[src/rtl/sparse_row_accumulate_store_top_assert.svh]
// assertion macros for the sparse row accumulate store
// used by sparse_row_accumulate_store_top, expects clk and arst_n in scope
`ifndef SPARSE_ROW_ACCUMULATE_STORE_TOP_ASSERT_SVH
`define SPARSE_ROW_ACCUMULATE_STORE_TOP_ASSERT_SVH

// same-cycle implication
`define SRAS_ASSERT_NOW(lbl, ante, cons) \
	lbl: assert property (@(posedge clk) disable iff (!arst_n) (ante) |-> (cons)) \
		else $error("sras assertion failed");

// next-cycle implication
`define SRAS_ASSERT_NEXT(lbl, ante, cons) \
	lbl: assert property (@(posedge clk) disable iff (!arst_n) (ante) |=> (cons)) \
		else $error("sras assertion failed");

`endif

[src/rtl/sras_ram.sv]
// generic single-port-write, single-port-read ram with registered read
// no dependencies
module sras_ram #(
	parameter int WIDTH = 8,
	parameter int DEPTH = 16,
	localparam int AW = (DEPTH > 1) ? $clog2(DEPTH) : 1
) (
	input logic clk,
	input logic we,
	input logic [AW-1:0] waddr,
	input logic [WIDTH-1:0] wdata,
	input logic re,
	input logic [AW-1:0] raddr,
	output logic [WIDTH-1:0] rdata
);

	logic [WIDTH-1:0] mem_q [DEPTH];

	always_ff @(posedge clk) begin
		if (we) begin
			mem_q[waddr] <= wdata;
		end
		if (re) begin
			rdata <= mem_q[raddr];
		end
	end

endmodule

[config.mk]
export PLATFORM = sky130hd
export DESIGN_NAME = sras_ram
export DESIGN_NICKNAME = d
export VERILOG_FILES = /design/src/rtl/sparse_row_accumulate_store_top_assert.svh /design/src/rtl/sras_ram.sv
export SDC_FILE = /design/constraint.sdc
export NUM_CORES = 1
export LEC_CHECK = 0
export BUFFER_PORTS_ARGS = -buffer_cell sky130_fd_sc_hd__buf_4
export CORE_ASPECT_RATIO = 1.25
export CORE_MARGIN = 5
export CORE_UTILIZATION = 54
export DETAILED_ROUTE_END_ITERATION = 12
export PLACE_DENSITY = 0.78
export SLEW_MARGIN = 20
export SYNTH_ARGS = -nofsm -noshare
export SYNTH_HDL_FRONTEND = slang
export SYNTH_SLANG_ARGS = --single-unit
[constraint.sdc]
create_clock -name clk -period 2.2 [get_ports clk]
set_input_delay 0.66 -clock clk [delete_from_list [all_inputs] [get_ports clk]]
set_output_delay 0.66 -clock clk [all_outputs]
set_load 0.005 [all_outputs]
# Word level (Yosys, flattened, before mapping)
# Memories as Yosys holds them, arrays and structs flattened. A register that Yosys moved wholly into a read port is not among the register bits.
# Index checks and enable logic that the tools add are counted.
dict set report word_totals {
  reg_bits 0
  latchBits 0
  mem_bits_rw 128
  rom_bits 0
  output_inout_bits 8
  mem_count 1
}
# memory depth word_bits read_ports rd_ports_with_merged_regs wr line_no
set mem_list {}
lappend mem_list {mem_q 16 8 1 1 1 sras_ram.sv:17} ;# logic [WIDTH-1:0] mem_q [DEPTH];
dict set report classes {
  addsub 0
  n_mul 0
  div_mod_pow 0
  n_lt_le_gt_ge 0
  n_eq_ne 0
  shift 0
  muxes 2
  n_bitwise 0
  reduce_logical 0
}
# op n
set ops {}
lappend ops {{$mux 1} 2}

# Longest topological paths before layout
dict set report depth {
  ltp_word 2
  depth_mapped 5
  ltp_nobuf 3
}

# Worst setup path after synthesis
# OpenSTA, ideal clock, no wires.
dict set report synth_timing {
  kind {input -> register}
  start {in waddr[2]}
  end {mem mem_q[0][0] (enable)}
  setup_ns 0.383
  arrival_time_ns 1.770
  slack_ns 0.047
  stages 2
  path_buffers 0
  cell_sequence {or3b_2 > nor3_1}
}
# element line_no
set synth_rtl {}
lappend synth_rtl {{start: declaration} sras_ram.sv:10} ;# input logic [AW-1:0] waddr,
lappend synth_rtl {{end: declaration} sras_ram.sv:17}
# Straight into the memory's write port.

==> flow_metrics.env <==
export IMPL_cap_violations=0
export IMPL_crit_path_end_kind="register"
export IMPL_areaGrowthSynthToFinish_pct=19.60
export IMPL_drtIter0Drc=265
export IMPL_grtUsageMet3_pct=6.163
export IMPL_detailroute_via_count=2554
export IMPL_p_leak_nw=2.141
export IMPL_clock_skew_ns=0.005910
export IMPL_htreeDepth=4
export IMPL_fillCellCount=592
export IMPL_reg2regPathDepth=3
export IMPL_hold_slack_ns=0.5326
export IMPL_clock_latency_ns=0.41
export IMPL_tightestPinTransition_ns=0.4490
export IMPL_path_clk_slew_ns=0.05
export IMPL_finalSetupTns_ns=0
export IMPL_num_rows=40
export IMPL_dp_cells=396
export IMPL_cts_tree="built"
export IMPL_met2_usage_pct=30.66
export IMPL_async_flop_share_pct=0
export IMPL_drc=0
export IMPL_final_nets=308
export IMPL_yosysMostFrequentCell="edfxtp_1"
export IMPL_track_usage_pct=19.16
export IMPL_ys_flop_type="edfxtp_1"
export IMPL_synth_cell_type_count=18
export IMPL_post_cts_setup_buffer_count=0
export IMPL_status="completed"
export IMPL_critical_path_startpoint="raddr[0]"
export IMPL_dpl_hpwl_um=6333
export IMPL_busiest_layer="met2"
export IMPL_cp_cell_sequence="buf_4, buf_12, mux4_2, a22oi_1, nand2_1"
export IMPL_regToRegEndpoint="rdata[1]"
export IMPL_rsz0062_at_grt="false"
export IMPL_grt_max_degree=17
export IMPL_slew_violations=0
export IMPL_worstReg2RegStart="mem_q[1][1]"
export IMPL_dieArea_um2=11760
export IMPL_antenna_found_initial=0
export IMPL_met1_usage_pct=23.76
export IMPL_fmax_mhz=570.5
export IMPL_fin_crit_sh_pct=79.67
export IMPL_overflow=0
export IMPL_grt_pass1_vias=2659
export IMPL_setup_viol=0
export IMPL_ys_warnings_count=0
export IMPL_pre_cts_ws_ns=0.03974
export IMPL_worst_ir_drop_vdd_v=0.0005161
export IMPL_regArea_um2=4084
export IMPL_clockRootBuffer="clkbuf_16"
export IMPL_core_area_um2=9559
export IMPL_synth_area_top_cells="edfxtp_1, mux4_2, mux4_1, a22oi_1, nor2_1"
export IMPL_diodes=0
export IMPL_holdBufCountCts=0
export IMPL_die_x_um=98
export IMPL_critPathCapture="rdata[6]"
export IMPL_cp_required_ns=2.34
export IMPL_grt_pass1_wl_um=15700
export IMPL_dieHeight_um=120.0
export IMPL_total_power_mw=5.706
export IMPL_multi_input_area_um2=1057
export IMPL_cp_max_fo=13
export IMPL_hold_viol=0
export IMPL_crit_path_start_kind="input port"
export IMPL_slowest_stage="mux4_2"
export IMPL_drtAntennaViolNets=0
export IMPL_hp_class="input port to register"
export IMPL_synth_top_area_share_pct=78.12
export IMPL_cp_num_buf_inv=2
export IMPL_syn_mean_instance_area_um2=22.83
export IMPL_synth_top_area_cell="edfxtp_1"
export IMPL_critPathArrivalTime_ns=1.90
export IMPL_postCtsResizedCells=0
export IMPL_syn_num_nets=248
export IMPL_cts_sinks=136
export IMPL_relSlewSlack_pct=70.06
export IMPL_syn_area_um2=5228
export IMPL_path_depth=5
export IMPL_ys_seq_area_share_pct=78.12
export IMPL_synthCells=229
export IMPL_drive_gt1_share_pct=31.79
export IMPL_dr_pass1_iters=5
export IMPL_cts_buffer_depth=2
export IMPL_wirelength_um=10250
export IMPL_io_pins=27
export IMPL_cts_made_buffers=17
export IMPL_vias_per_cell=5.967
export IMPL_pwr_density_cell_nw_per_um2=912.7
export IMPL_initial_utilization_pct=54.69
export IMPL_critPathKind="input port to register"
export IMPL_numPortBuffers=26
export IMPL_worst_r2r_setup_slack_ns=0.68
export IMPL_critPathTopFamily="multiplexers"
export IMPL_finalCriticalPeriod_ns=1.753
export IMPL_yosys_top_cells_count="edfxtp_1, mux4_2, a22oi_1, mux4_1, nor2_1"
export IMPL_synth_seq_cells=136
export IMPL_place_congestion=0.7538
export IMPL_finalWorstSetupSlack_ns=0.4472
export IMPL_synth_edff_count=136
export IMPL_wl_per_cell_um=23.95
export IMPL_max_stage_delay_ns=0.55
export IMPL_fin_cells=428
## power breakdown
| group | switching (mW) | internal [mW] |
|---|---|---|
| clock network | 0.961 | 1.52 |
| logic | 0.153 | 0.140 |
| registers | 0.0145 | 2.92 |
## how the worst min path moves through the flow
stage                     slack (ns)  cells after the start        to          from
final                           0.53                      1  rdata[5]            re
after global routing            0.52                      1  rdata[0]            re
after CTS                       0.52                      1  rdata[1]            re
after detailed placement        0.73                      3  rdata[7]  mem_q[14][7]
after global placement          0.73                      3  rdata[7]  mem_q[14][7]
after floorplan                 0.70                      3  rdata[0]   mem_q[7][0]
## layer usage
| metal | part of all wire (%) | wire length [um] |
|---|---|---|
| met1 | 38 | 3926 |
| met2 | 52 | 5337 |
| met3 | 7.1 | 733 |
| met4 | 2.5 | 255 |
| met5 | 0 | 0 |
## logic make-up after synthesis
group	count (synthesis)	share of synthesized area, %
flops	136	78.12
simple gates	35	3.136
mux	32	14.79
compound gates	16	2.298
buf+inv	10	1.651
## flip-flops by register name, indices dropped and copies added, names as in the netlist
name   flops
rdata      8
mem_q    128
## cell type report
| type | instances | share of cell area, % |
|---|---|---|
| clock inverter | 13 | 1.401 |
| multi-input combinational | 83 | 16.91 |
| tap | 126 | 2.522 |
| timing repair buffer | 51 | 6.924 |
| clock buffer | 19 | 6.924 |
| sequential | 136 | 65.32 |
## through the flow
stage,cell area [um^2],utilization (%)
6_report,6252,65.41
5_1_grt,6252,65.41
4_1_cts,6252,65.41
3_5_place_dp,5732,59.96
3_3_place_gp,5732,59.96
2_1_floorplan,5228,-
## cells in the final DEF (no fill, tap or decap), drive strengths merged
master	synthesis	final
nor2b	1	1
clkinvlp	0	1
nand2	9	9
and2	1	1
and2b	1	1
clkinv	0	11
or3b	1	1
nor2	13	13
mux4	32	32
nor3	4	4
a22oi	16	16
clkbuf	0	19
nand2b	2	2
edfxtp	136	136
buf	7	51
nand3	1	1
bufinv	0	1
nand3b	2	2
(Power assumes the default switching activity.)
